<file path="config.mk">
export PLATFORM = sky130hd
export DESIGN_NAME = lux_hysteresis_light_switch
export DESIGN_NICKNAME = d
export VERILOG_FILES = /design/src/design/lhls_pkg.sv /design/src/design/lhls_cfg_regs.sv /design/src/design/lhls_decode.sv /design/src/design/lhls_chan_bank.sv /design/src/design/lux_hysteresis_light_switch.sv
export SDC_FILE = /design/constraint.sdc
export NUM_CORES = 1
export LEC_CHECK = 0
export BUFFER_PORTS_ARGS = -buffer_cell sky130_fd_sc_hd__buf_2
export CAP_MARGIN = 20
export CORE_ASPECT_RATIO = 1.2
export CORE_UTILIZATION = 64
export CTS_CLUSTER_DIAMETER = 80
export DETAILED_ROUTE_END_ITERATION = 16
export GPL_TIMING_DRIVEN = 0
export HOLD_SLACK_MARGIN = 0.12
export PLACE_DENSITY = 0.91
export SLEW_MARGIN = 15
export SYNTH_ARGS = -nofsm -noshare
export SYNTH_HDL_FRONTEND = slang
export SYNTH_SLANG_ARGS = --single-unit
export TNS_END_PERCENT = 5
</file>
<file path="constraint.sdc">
create_clock -name clk -period 6.4 [get_ports clk]
set_input_delay 0.64 -clock clk [delete_from_list [all_inputs] [get_ports clk]]
set_output_delay 0.64 -clock clk [all_outputs]
set_load 0.05 [all_outputs]
</file>
<file path="src/design/lhls_pkg.sv">
// Shared types, op and status codes, and register indexes for the lux light switch.
`default_nettype none
package lhls_pkg;

	localparam int CFG_INDEX_W = 2;
	localparam int CFG_DATA_W  = 9;
	localparam int SECS_W      = 12;

	// item opcodes
	localparam logic [1:0] OP_TICK   = 2'd0;
	localparam logic [1:0] OP_SAMPLE = 2'd1;
	localparam logic [1:0] OP_CMD    = 2'd2;

	// result status codes
	localparam logic [1:0] ST_OK            = 2'd0;
	localparam logic [1:0] ST_BAD_CHANNEL   = 2'd1;
	localparam logic [1:0] ST_BAD_COUNTDOWN = 2'd2;

	// configuration register indexes
	localparam logic [CFG_INDEX_W-1:0] REG_THRESHOLD  = 2'd0;
	localparam logic [CFG_INDEX_W-1:0] REG_HYSTERESIS = 2'd1;
	localparam logic [CFG_INDEX_W-1:0] REG_AUTO       = 2'd2;

	// supported countdowns, seconds
	localparam logic [15:0] SECS_5MIN  = 16'd300;
	localparam logic [15:0] SECS_15MIN = 16'd900;
	localparam logic [15:0] SECS_30MIN = 16'd1800;
	localparam logic [15:0] SECS_60MIN = 16'd3600;

	typedef struct packed {
		logic [1:0]  op;
		logic [17:0] lux_q;
		logic        sample_valid;
		logic [3:0]  channel;
		logic        turn_on;
		logic [15:0] countdown_seconds;
	} item_t;

	typedef struct packed {
		logic [8:0] threshold_lux;
		logic [7:0] hysteresis_lux;
		logic       auto_enable;
	} cfg_t;

	// one-cycle update request to the channel bank
	typedef struct packed {
		logic              tick;
		logic              set_all;
		logic              all_on;
		logic              cmd_load;
		logic [3:0]        cmd_channel;
		logic              cmd_on;
		logic [SECS_W-1:0] cmd_secs;
	} chan_ctrl_t;

endpackage
`default_nettype wire

</file>
<file path="src/design/lhls_cfg_regs.sv">
// Configuration register file for the lux light switch.
`default_nettype none
module lhls_cfg_regs (
	input  wire logic                               clk,
	input  wire logic                               arst_n,
	input  wire logic                               wr_en,
	input  wire logic [lhls_pkg::CFG_INDEX_W-1:0]   wr_index,
	input  wire logic [lhls_pkg::CFG_DATA_W-1:0]    wr_data,
	output lhls_pkg::cfg_t                          cfg,
	output logic                                    auto_wr
);

	lhls_pkg::cfg_t cfg_q;

	always_ff @(posedge clk or negedge arst_n) begin
		if (!arst_n) begin
			cfg_q.threshold_lux  <= 9'd50;
			cfg_q.hysteresis_lux <= 8'd10;
			cfg_q.auto_enable    <= 1'b0;
		end else if (wr_en) begin
			unique case (wr_index)
				lhls_pkg::REG_THRESHOLD:  cfg_q.threshold_lux  <= wr_data[8:0];
				lhls_pkg::REG_HYSTERESIS: cfg_q.hysteresis_lux <= wr_data[7:0];
				lhls_pkg::REG_AUTO:       cfg_q.auto_enable    <= wr_data[0];
				default: ; // unknown index ignored
			endcase
		end
	end

	assign cfg     = cfg_q;
	assign auto_wr = wr_en && (wr_index == lhls_pkg::REG_AUTO);

endmodule
`default_nettype wire

</file>
<file path="src/design/lhls_decode.sv">
// Item decode: command checks, lux hysteresis decision and sensor/auto state.
`default_nettype none
module lhls_decode #(
	parameter int CHANNELS = 4
) (
	input  wire logic               clk,
	input  wire logic               arst_n,
	input  wire logic               fire,
	input  wire lhls_pkg::item_t    item,
	input  wire lhls_pkg::cfg_t     cfg,
	input  wire logic               auto_wr,
	output lhls_pkg::chan_ctrl_t    ctrl,
	output logic [1:0]              status_d,
	output logic                    healthy_d
);

	logic decided_q, last_q, healthy_q;
	logic decided_d, last_d;

	logic [10:0] on_below;
	logic [11:0] off_above;
	logic        want;
	logic        chan_ok, secs_ok;

	// thresholds in quarter lux
	assign on_below  = {cfg.threshold_lux, 2'b00};
	assign off_above = {({1'b0, cfg.threshold_lux} + {2'b00, cfg.hysteresis_lux}), 2'b00};

	always_comb begin
		if (item.lux_q < {7'd0, on_below})
			want = 1'b1;
		else if (item.lux_q > {6'd0, off_above})
			want = 1'b0;
		else
			want = decided_q && last_q;
	end

	assign chan_ok = ({1'b0, item.channel} < 5'(CHANNELS));
	assign secs_ok = (item.countdown_seconds == 16'd0) ||
	                 (item.countdown_seconds == lhls_pkg::SECS_5MIN) ||
	                 (item.countdown_seconds == lhls_pkg::SECS_15MIN) ||
	                 (item.countdown_seconds == lhls_pkg::SECS_30MIN) ||
	                 (item.countdown_seconds == lhls_pkg::SECS_60MIN);

	always_comb begin
		ctrl      = '0;
		status_d  = lhls_pkg::ST_OK;
		healthy_d = healthy_q;
		decided_d = decided_q;
		last_d    = last_q;
		if (fire) begin
			unique case (item.op)
				lhls_pkg::OP_TICK: ctrl.tick = 1'b1;
				lhls_pkg::OP_SAMPLE: begin
					if (cfg.auto_enable && healthy_q) begin
						if (!item.sample_valid) begin
							healthy_d = 1'b0; // latched until reset
						end else if (!decided_q || (want != last_q)) begin
							ctrl.set_all = 1'b1;
							ctrl.all_on  = want;
							last_d       = want;
							decided_d    = 1'b1;
						end
					end
				end
				lhls_pkg::OP_CMD: begin
					if (!chan_ok) begin
						status_d = lhls_pkg::ST_BAD_CHANNEL;
					end else if (!secs_ok) begin
						status_d = lhls_pkg::ST_BAD_COUNTDOWN;
					end else begin
						ctrl.cmd_load    = 1'b1;
						ctrl.cmd_channel = item.channel;
						ctrl.cmd_on      = item.turn_on;
						ctrl.cmd_secs    = item.countdown_seconds[lhls_pkg::SECS_W-1:0];
					end
				end
				default: ; // unused op
			endcase
		end
		if (auto_wr)
			decided_d = 1'b0;
	end

	always_ff @(posedge clk or negedge arst_n) begin
		if (!arst_n) begin
			decided_q <= 1'b0;
			last_q    <= 1'b0;
			healthy_q <= 1'b1;
		end else begin
			decided_q <= decided_d;
			last_q    <= last_d;
			healthy_q <= healthy_d;
		end
	end

endmodule
`default_nettype wire

</file>
<file path="src/design/lhls_chan_bank.sv">
// Per-channel lamp state and off-timer countdowns.
`default_nettype none
module lhls_chan_bank #(
	parameter int CHANNELS = 4
) (
	input  wire logic                  clk,
	input  wire logic                  arst_n,
	input  wire lhls_pkg::chan_ctrl_t  ctrl,
	output logic [CHANNELS-1:0]        lamp_next
);

	logic [CHANNELS-1:0]             lamp_q;
	logic [lhls_pkg::SECS_W-1:0]     secs_q [CHANNELS];
	logic [lhls_pkg::SECS_W-1:0]     secs_d [CHANNELS];

	always_comb begin
		for (int i = 0; i < CHANNELS; i++) begin
			lamp_next[i] = lamp_q[i];
			secs_d[i]    = secs_q[i];
			if (ctrl.tick && (secs_q[i] != '0)) begin
				secs_d[i] = secs_q[i] - 1'b1;
				if (secs_q[i] == lhls_pkg::SECS_W'(1))
					lamp_next[i] = 1'b0;
			end
			if (ctrl.set_all) begin
				lamp_next[i] = ctrl.all_on;
				secs_d[i]    = '0;
			end
			if (ctrl.cmd_load && (ctrl.cmd_channel == 4'(i))) begin
				lamp_next[i] = ctrl.cmd_on;
				secs_d[i]    = ctrl.cmd_secs;
			end
		end
	end

	always_ff @(posedge clk or negedge arst_n) begin
		if (!arst_n) begin
			lamp_q <= '0;
			for (int i = 0; i < CHANNELS; i++)
				secs_q[i] <= '0;
		end else begin
			lamp_q <= lamp_next;
			for (int i = 0; i < CHANNELS; i++)
				secs_q[i] <= secs_d[i];
		end
	end

endmodule
`default_nettype wire

</file>
<file path="src/design/lux_hysteresis_light_switch.sv">
// Top level of the multi-channel lux hysteresis light switch with off timers.
//
//  channel  handshake              payload
//  -------  ---------------------  ---------------------------------------------------
//  in       in_valid / in_ready    op, lux_q, sample_valid, channel, turn_on,
//                                  countdown_seconds
//  out      out_valid / out_ready  status, led_mask, sensor_ok
//  cfg      cfg_valid / cfg_ready  cfg_index, cfg_data (cfg_ready is always high)
//
// One item per cycle sustained while out_ready stays high; an input transaction passes
// the input register, then decode and channel update into the result register.
// All channels update in parallel in that single pass.
// Reset: lamps off, countdowns zero, sensor healthy, no auto decision, registers
// at threshold 50, hysteresis 10, auto off.
// Out stall: the result register holds; the input register still takes one item
// and in_ready drops only when both stages are full.
`default_nettype none
module lux_hysteresis_light_switch #(
	parameter int CHANNELS = 4
) (
	input  wire logic                               clk,
	input  wire logic                               arst_n,
	// item channel
	input  wire logic                               in_valid,
	output logic                                    in_ready,
	input  wire logic [1:0]                         op,
	input  wire logic [17:0]                        lux_q,
	input  wire logic                               sample_valid,
	input  wire logic [3:0]                         channel,
	input  wire logic                               turn_on,
	input  wire logic [15:0]                        countdown_seconds,
	// result channel
	output logic                                    out_valid,
	input  wire logic                               out_ready,
	output logic [1:0]                              status,
	output logic [3:0]                              led_mask,
	output logic                                    sensor_ok,
	// configuration channel
	input  wire logic                               cfg_valid,
	output logic                                    cfg_ready,
	input  wire logic [lhls_pkg::CFG_INDEX_W-1:0]   cfg_index,
	input  wire logic [lhls_pkg::CFG_DATA_W-1:0]    cfg_data
);

	// input stage
	lhls_pkg::item_t item_s1;
	logic            valid_s1;

	// result stage
	logic            valid_s2;
	logic [1:0]      status_s2;
	logic [3:0]      led_mask_s2;
	logic            sensor_ok_s2;

	logic                  fire;
	lhls_pkg::cfg_t        cfg;
	logic                  auto_wr;
	lhls_pkg::chan_ctrl_t  ctrl;
	logic [1:0]            status_d;
	logic                  healthy_d;
	logic [CHANNELS-1:0]   lamp_next;
	logic [3:0]            mask_d;

	// item in stage 1 moves to the result register when that register is empty or being read out
	assign fire     = valid_s1 && (!valid_s2 || out_ready);
	assign in_ready = !valid_s1 || fire;
	assign cfg_ready = 1'b1;

	always_ff @(posedge clk or negedge arst_n) begin
		if (!arst_n) begin
			valid_s1 <= 1'b0;
		end else if (in_ready) begin
			valid_s1 <= in_valid;
		end
	end

	always_ff @(posedge clk) begin
		if (in_valid && in_ready) begin
			item_s1.op                <= op;
			item_s1.lux_q             <= lux_q;
			item_s1.sample_valid      <= sample_valid;
			item_s1.channel           <= channel;
			item_s1.turn_on           <= turn_on;
			item_s1.countdown_seconds <= countdown_seconds;
		end
	end

	lhls_cfg_regs u_cfg (
		.clk      (clk),
		.arst_n   (arst_n),
		.wr_en    (cfg_valid && cfg_ready),
		.wr_index (cfg_index),
		.wr_data  (cfg_data),
		.cfg      (cfg),
		.auto_wr  (auto_wr)
	);

	lhls_decode #(
		.CHANNELS (CHANNELS)
	) u_decode (
		.clk       (clk),
		.arst_n    (arst_n),
		.fire      (fire),
		.item      (item_s1),
		.cfg       (cfg),
		.auto_wr   (auto_wr),
		.ctrl      (ctrl),
		.status_d  (status_d),
		.healthy_d (healthy_d)
	);

	lhls_chan_bank #(
		.CHANNELS (CHANNELS)
	) u_bank (
		.clk       (clk),
		.arst_n    (arst_n),
		.ctrl      (ctrl),
		.lamp_next (lamp_next)
	);

	// mask shows channels 0..3 only; missing channels read as off
	for (genvar j = 0; j < 4; j++) begin : g_mask
		if (j < CHANNELS) begin : g_have
			assign mask_d[j] = lamp_next[j];
		end else begin : g_none
			assign mask_d[j] = 1'b0;
		end
	end

	always_ff @(posedge clk or negedge arst_n) begin
		if (!arst_n) begin
			valid_s2 <= 1'b0;
		end else if (fire) begin
			valid_s2 <= 1'b1;
		end else if (out_ready) begin
			valid_s2 <= 1'b0;
		end
	end

	always_ff @(posedge clk) begin
		if (fire) begin
			status_s2    <= status_d;
			led_mask_s2  <= mask_d;
			sensor_ok_s2 <= healthy_d;
		end
	end

	assign out_valid = valid_s2;
	assign status    = status_s2;
	assign led_mask  = led_mask_s2;
	assign sensor_ok = sensor_ok_s2;

endmodule
`default_nettype wire

</file>
== Yosys cells after proc, flatten, opt, wreduce, memory -nomap -nowiden ==
Index checks and enable logic that the tools add are counted.

* Register bits: 124
* Bits of input ports: 58
* Output and inout port bits: 10
* Word-level logic and storage cells: 147

* Add/subtract/negate cells: 5
* Magnitude comparators: 3
* Equal/unequal tests: 16
* Muxes and demuxes: 53
* Reductions and logical operators: 47

{| class="wikitable"
|+ Operators with widths
! cell !! count
|-
| $mux W12 || 12
|-
| $mux W18 || 3
|-
| $eq A12 B1 Y1 const B || 4
|-
| $reduce_bool A12 Y1 || 4
|-
| $sub A12 B1 Y12 const B || 4
|-
| $mux W1 || 32
|-
| $mux W21 || 1
|-
| $gt A18 B12 Y1 || 1
|-
| $lt A18 B11 Y1 || 1
|-
| $eq A16 B10 Y1 const B || 1
|-
| $eq A16 B11 Y1 const B || 1
|-
| $eq A16 B12 Y1 const B || 1
|-
| $eq A16 B9 Y1 const B || 1
|-
| $logic_not A16 Y1 || 1
|-
| $logic_and A1 B1 Y1 || 13
|-
| $reduce_bool A2 Y1 || 6
|-
| $reduce_bool A3 Y1 || 4
|-
| $add A9 B8 Y10 || 1
|-
| $mux W2 || 5
|-
| $reduce_and A5 Y1 || 2
|-
| $eq A4 B2 Y1 const B || 2
|-
| $reduce_and A2 Y1 || 4
|-
| $logic_or A1 B1 Y1 || 7
|-
| $eq A2 B1 Y1 const B || 2
|-
| other kinds (7) || 11
|}

== Logic depth before layout (Yosys ltp) ==
* Word-level depth: 15
* Mapped depth: 18

== Modules after synthesis ==
From an unflattened synthesis, not the netlist that was laid out.

* Cell total of the unflattened synthesis: 682
* Area total of the unflattened synthesis: 7116.8 um^2

{| class="wikitable"
|+ By module, submodules not included
! module !! times used !! cells an instance !! area each (um^2) !! sequential area each (um^2)
|-
| lhls_chan_bank || 1 || 415 || 3599.7 || 1301.2
|-
| lux_hysteresis_light_switch || 1 || 59 || 1586.5 || 1521.5
|-
| lhls_decode || 1 || 168 || 1213.7 || 76.3
|-
| lhls_cfg_regs || 1 || 40 || 716.9 || 456.7
|}

== Worst setup path after synthesis ==
No wires, ideal clock.

* Kind: flip-flop to flip-flop
* From: register u_cfg.cfg_q, in the netlist u_cfg.cfg[2]
* To: register led_mask_s2[0] (netlist: led_mask[0]) (data pin)
* Arrival: 3310 ps
* Data required time: 6213 ps
* Path slack: 2903 ps
* Cell stages (with the launch flop): 18
* Path buffers: 1
* Clock period less this slack: 3497 ps
* Path through: dfstp_2 inv_1 fa_1 inv_1 a21oi_1 o21ai_0 a21o_1 a21oi_1 o21ai_0 xnor2_1 ha_1 a211oi_1 o21ai_0 or3_1 o2111ai_1 a21oi_1 buf_2 o31ai_1

* Word-level cells in the longest chain between the ends: 13

{| class="wikitable"
|+ RTL lines
! what !! line !! source
|-
| start, declared || lhls_cfg_regs.sv:13 || <nowiki>lhls_pkg::cfg_t cfg_q;</nowiki>
|-
| $add A9 B8 Y10 (*) || lhls_decode.sv:27 || <nowiki>assign off_above = {({1'b0, cfg.threshold_lux} + {2'b00, cfg.hysteresis_lux}), 2'b00};</nowiki>
|-
| $gt A18 B12 Y1 (*) || lhls_decode.sv:32 || <nowiki>else if (item.lux_q > {6'd0, off_above})</nowiki>
|-
| $mux W1 (*) || lhls_decode.sv:32 ||
|-
| $mux W1 (*) || lhls_decode.sv:30 || <nowiki>if (item.lux_q < {7'd0, on_below})</nowiki>
|-
| $ne A1 B1 Y1 || lhls_decode.sv:58 || <nowiki>end else if (!decided_q || (want != last_q)) begin</nowiki>
|-
| $logic_or A1 B1 Y1 || lhls_decode.sv:58 ||
|-
| $mux W2 (*) || lhls_decode.sv:58 ||
|-
| $mux W2 (*) || lhls_decode.sv:56 || <nowiki>if (!item.sample_valid) begin</nowiki>
|-
| $mux W2 (*) || lhls_decode.sv:55 || <nowiki>if (cfg.auto_enable && healthy_q) begin</nowiki>
|-
| $mux W2 (*) || lhls_decode.sv:52 || <nowiki>unique case (item.op)</nowiki>
|-
| $mux W21 (*) || lhls_decode.sv:51 || <nowiki>if (fire) begin</nowiki>
|-
| $mux W1 (*) || lhls_chan_bank.sv:25 || <nowiki>if (ctrl.set_all) begin</nowiki>
|-
| $mux W1 (*) || lhls_chan_bank.sv:29 || <nowiki>if (ctrl.cmd_load && (ctrl.cmd_channel == 4'(i))) begin</nowiki>
|-
| net lamp_next[0] || lux_hysteresis_light_switch.sv:61 || <nowiki>logic [CHANNELS-1:0] lamp_next;</nowiki>
|-
| end signal, assigned || lux_hysteresis_light_switch.sv:143 || <nowiki>led_mask_s2 <= mask_d;</nowiki>
|-
| end, declared || lux_hysteresis_light_switch.sv:52 || <nowiki>logic [3:0] led_mask_s2;</nowiki>
|}

The timed path passes the listed nets; every way through them passes the cells marked *.
A chain may end at the register's enable or synchronous reset.

== Worst setup path in the final report ==
* From: register u_cfg.cfg_q, in the netlist u_cfg.cfg[2]
* To: register led_mask_s2[3] (netlist: led_mask[3]) (data pin)

The elaborated chain is that of the path after synthesis.

==> impl_metrics.csv <==
group,metric,value,unit
finish,most-common-layout-cells,"buf_2, dfrtp_1, nand2_1, edfxtp_1, o31ai_1",
sta,rsz0062_at_grt,"no",
sta,maxSlewHeadroom,0.339,
sta,final_max_slew_viol_count,0,
finish,fin_area,0.00746,mm2
clock_network,numCtsBuffers,17,
yosys,ys.warnings.count,0,
status,status,"complete, no violations",
drt,dr.pass1.iters,5,
floorplan,dieArea,0.0104,mm2
pwr,leakage,3.04,nW
yosys,async_reset_ff_frac,0.605,
floorplan,core_area,0.00961,mm2
finish,drive_gt1_frac,0.203,
yosys,synth.net_count,672,
finish,final_nets,759,
yosys,synthTopCellsByArea,"dfrtp_1, edfxtp_1, ha_1",
floorplan,die_w,93.2,um
sta,tightest_slew,0.989,ns
critical_path,crit_start,"u_cfg.cfg[2]",
finish,multi_input_area,0.00279,mm2
yosys,synth-compound-area-share,0.118,
floorplan,row_count,39,
yosys,synthFlopType,"dfrtp_1",
finish,synthToLayoutAreaGrowth,16.7,%
global_routing,grt_max_degree,39,
floorplan,io_pins,68,
yosys,synth_edf_count,49,
clock_network,postCtsSetupBuffers,0,
yosys,syn_area,0.00639,mm2
clock_network,hold_buffers,0,
yosys,ys_seq_area_frac,0.525,
critical_path,worstReg2RegEnd,"led_mask[3]",
yosys,synth_top_family_by_area,"simple AND/OR/NAND/NOR gates",
yosys,synth_top_area_frac,0.270,
sta,max_freq,0.219,GHz
critical_path,crit_fanout,10,
critical_path,r2r_start,"u_cfg.cfg[2]",
sta,min_period,4.56,ns
finish,layout_commonest_cell,"buf_2",
floorplan,die_y,111,um
critical_path,worstSetupPathType,"flop to flop",
yosys,synthMuxAreaShare,0.0192,
yosys,synth_simple_gate_area_share,0.167,
critical_path,setup.reg_to_reg.worst_slack,1.84,ns
clock_network,cts_tree,"yes",
global_routing,grt_remaining_overflow,0,
finish,seqCellArea,0.00336,mm2
global_routing,grt_usage,0.316,
finish,fin_util,0.776,
floorplan,start_util,0.665,
critical_path,ff2ff_path_depth,17,
placement,placed_area,0.00692,mm2
pwr,vdd_ir_drop_max,0.000233,V
finish,n_antenna_cell,0,
finish,final.fill_count,526,
yosys,ys_ff_latch,124,
pwr,p_per_area,376,mW/mm2
yosys,synthDistinctLibCells,61,
sta,final.period_utilization,0.713,
sta,fin_tns_setup,0,ns
placement,dp_hpwl,10200,um
yosys,avgSynthCellArea,11.0,um2
critical_path,cp_data_required_time,6.53,ns
clock_network,ctsResizeCount,0,
global_routing,antenna_found_initial,0,
global_routing,grt_pass1_wl,25200,um
drt,wl_per_cell,19.1,um
drt,postRouteAntennaNets,0,
yosys,synthAdderAreaFrac,0.0697,
critical_path,end_kind,"flop",
critical_path,arrival,4.69,ns
sta,setup_slack,1.84,ns
critical_path,worst_setup_path_start_kind,"flop",
placement,portBuffers,66,
placement,pre_cts_ws,2.02,ns
critical_path,crit_end,"led_mask[3]",
drt,drc,0,
job,maxCapViolations,0,
drt,drt_wl_total,15300,um
placement,gp_congestion,0.893,
yosys,synth_area_leader_cell,"dfrtp_1",
sta,finalSetupViolCount,0,
drt,drt-initial-drc-count,500,
drt,viasPerCell,6.32,
clock_network,cts_root_buf,"clkbuf_16",
sta,hold_viol_final,0,
yosys,synth-xor-area-share,0.0603,
yosys,postSynthCellCount,579,
sta,fin_skew,0.0107,ns
drt,routed-via-count,5070,
clock_network,cts_htree_levels,4,
clock_network,clk_path_buf_depth,2,
worst_hold_path,hold_class,"input port to asynchronous set/reset pin",
global_routing,grt_pass1_vias,5329,
clock_network,insertion_delay,0.42,ns
clock_network,clock-sinks,124,
clock_network,path_clk_slew,0.05,ns
[cells in the mapped netlist, drive strengths merged (3+ instances only)]
cell type,n
nand3,16
clkbuf,6
mux2,10
o22ai,3
inv,29
a21oi,23
a211oi,3
dfstp,6
nor2,25
edfxtp,49
and3,4
o21a,3
dfrtp,69
o211ai,3
nand3b,6
and4b,4
xnor2,29
nor3b,6
nor3,19
or3,6
o31ai,36
o21ai,27
xor2,15
a21o,3
ha,34
nor4,20
nand2,67
nand4,10
buf,16
nand2b,5
[through the flow]
step,hold slack (ns),power [mW],cells
after floorplan,0.344,1.70,579
after global placement,0.465,1.83,768
after detailed placement,0.483,1.89,770
after CTS,0.218,2.78,802
after global routing,0.237,2.93,802
final,0.201,2.80,802
[sequential cells by signal, indices dropped and copies added (netlist names)]
signal and flops:
led_mask 4, out_valid 1, u_decode.healthy_q 1, u_bank.lamp_q 4
u_cfg.cfg 18, valid_s1 1, status 2, u_decode.decided_q 1
sensor_ok 1, item_s1 42, u_decode.last_q 1, u_bank.secs_q 48
[metal layers]
layer  track usage  wire length [um]  up-vias
met3        0.0676               969       59
met5             0                 0        -
li1              -                 -     2301
met2         0.566              8180      265
met4         0.177               606        0
met1         0.342              5530     2445
[worst min path at each step]
stage / startpoint / to / slack, ns / cells after the start
after floorplan: arst_n / out_valid / 0.34 / 0
after global placement: u_decode.healthy_q / u_decode.healthy_q / 0.47 / 1
after detailed placement: u_decode.healthy_q / u_decode.healthy_q / 0.48 / 1
after CTS: arst_n / u_bank.secs_q[33] / 0.22 / 1
after global routing: arst_n / u_bank.secs_q[33] / 0.24 / 1
final: arst_n / u_bank.secs_q[21] / 0.20 / 1
[kinds of logic (layout without fill, tap and decap cells)]
logic type | Yosys count | count (layout)
adder cells (fa/ha/maj) | 35 | 35
AND/OR/NAND/NOR | 199 | 199
multiplexers | 11 | 11
buffers and inverters | 51 | 151
flip-flops | 124 | 124
XOR/XNOR | 44 | 44
AO/OA/AOI/OAI | 114 | 114
other | 1 | 1
[where the power goes]
group,leakage (nW),internal (mW),switching [mW],total [mW]
clock,0.247,0.526,0.344,0.870
sequential,1.40,1.02,0.186,1.20
combinational,1.39,0.322,0.409,0.732
[worst max-delay path, cell delays in order (launching register included)]
cell	delay (ns)
dfstp_2	0.57
inv_1	0.08
fa_1	0.46
inv_1	0.08
a21oi_1	0.06
o21ai_0	0.30
a21o_1	0.17
a21oi_1	0.09
o21ai_0	0.30
xnor2_1	0.16
ha_1	0.26
nand4_1	0.09
nor3_1	0.05
a21oi_1	0.12
o2111ai_1	0.12
a21oi_1	0.74
buf_2	0.43
o21ai_0	0.21
[area by class of cell]
class                           instances  share of cell area
Buffer                                 22              0.0190
Clock buffer                           19              0.0580
Clock inverter                         13              0.0138
Inverter                               29              0.0146
Multi-Input combinational cell        404               0.374
Sequential cell                       124               0.450
Tap cell                              123              0.0206
Timing Repair Buffer                   68              0.0500
Note: power is estimated with default switching activity, not from simulation.
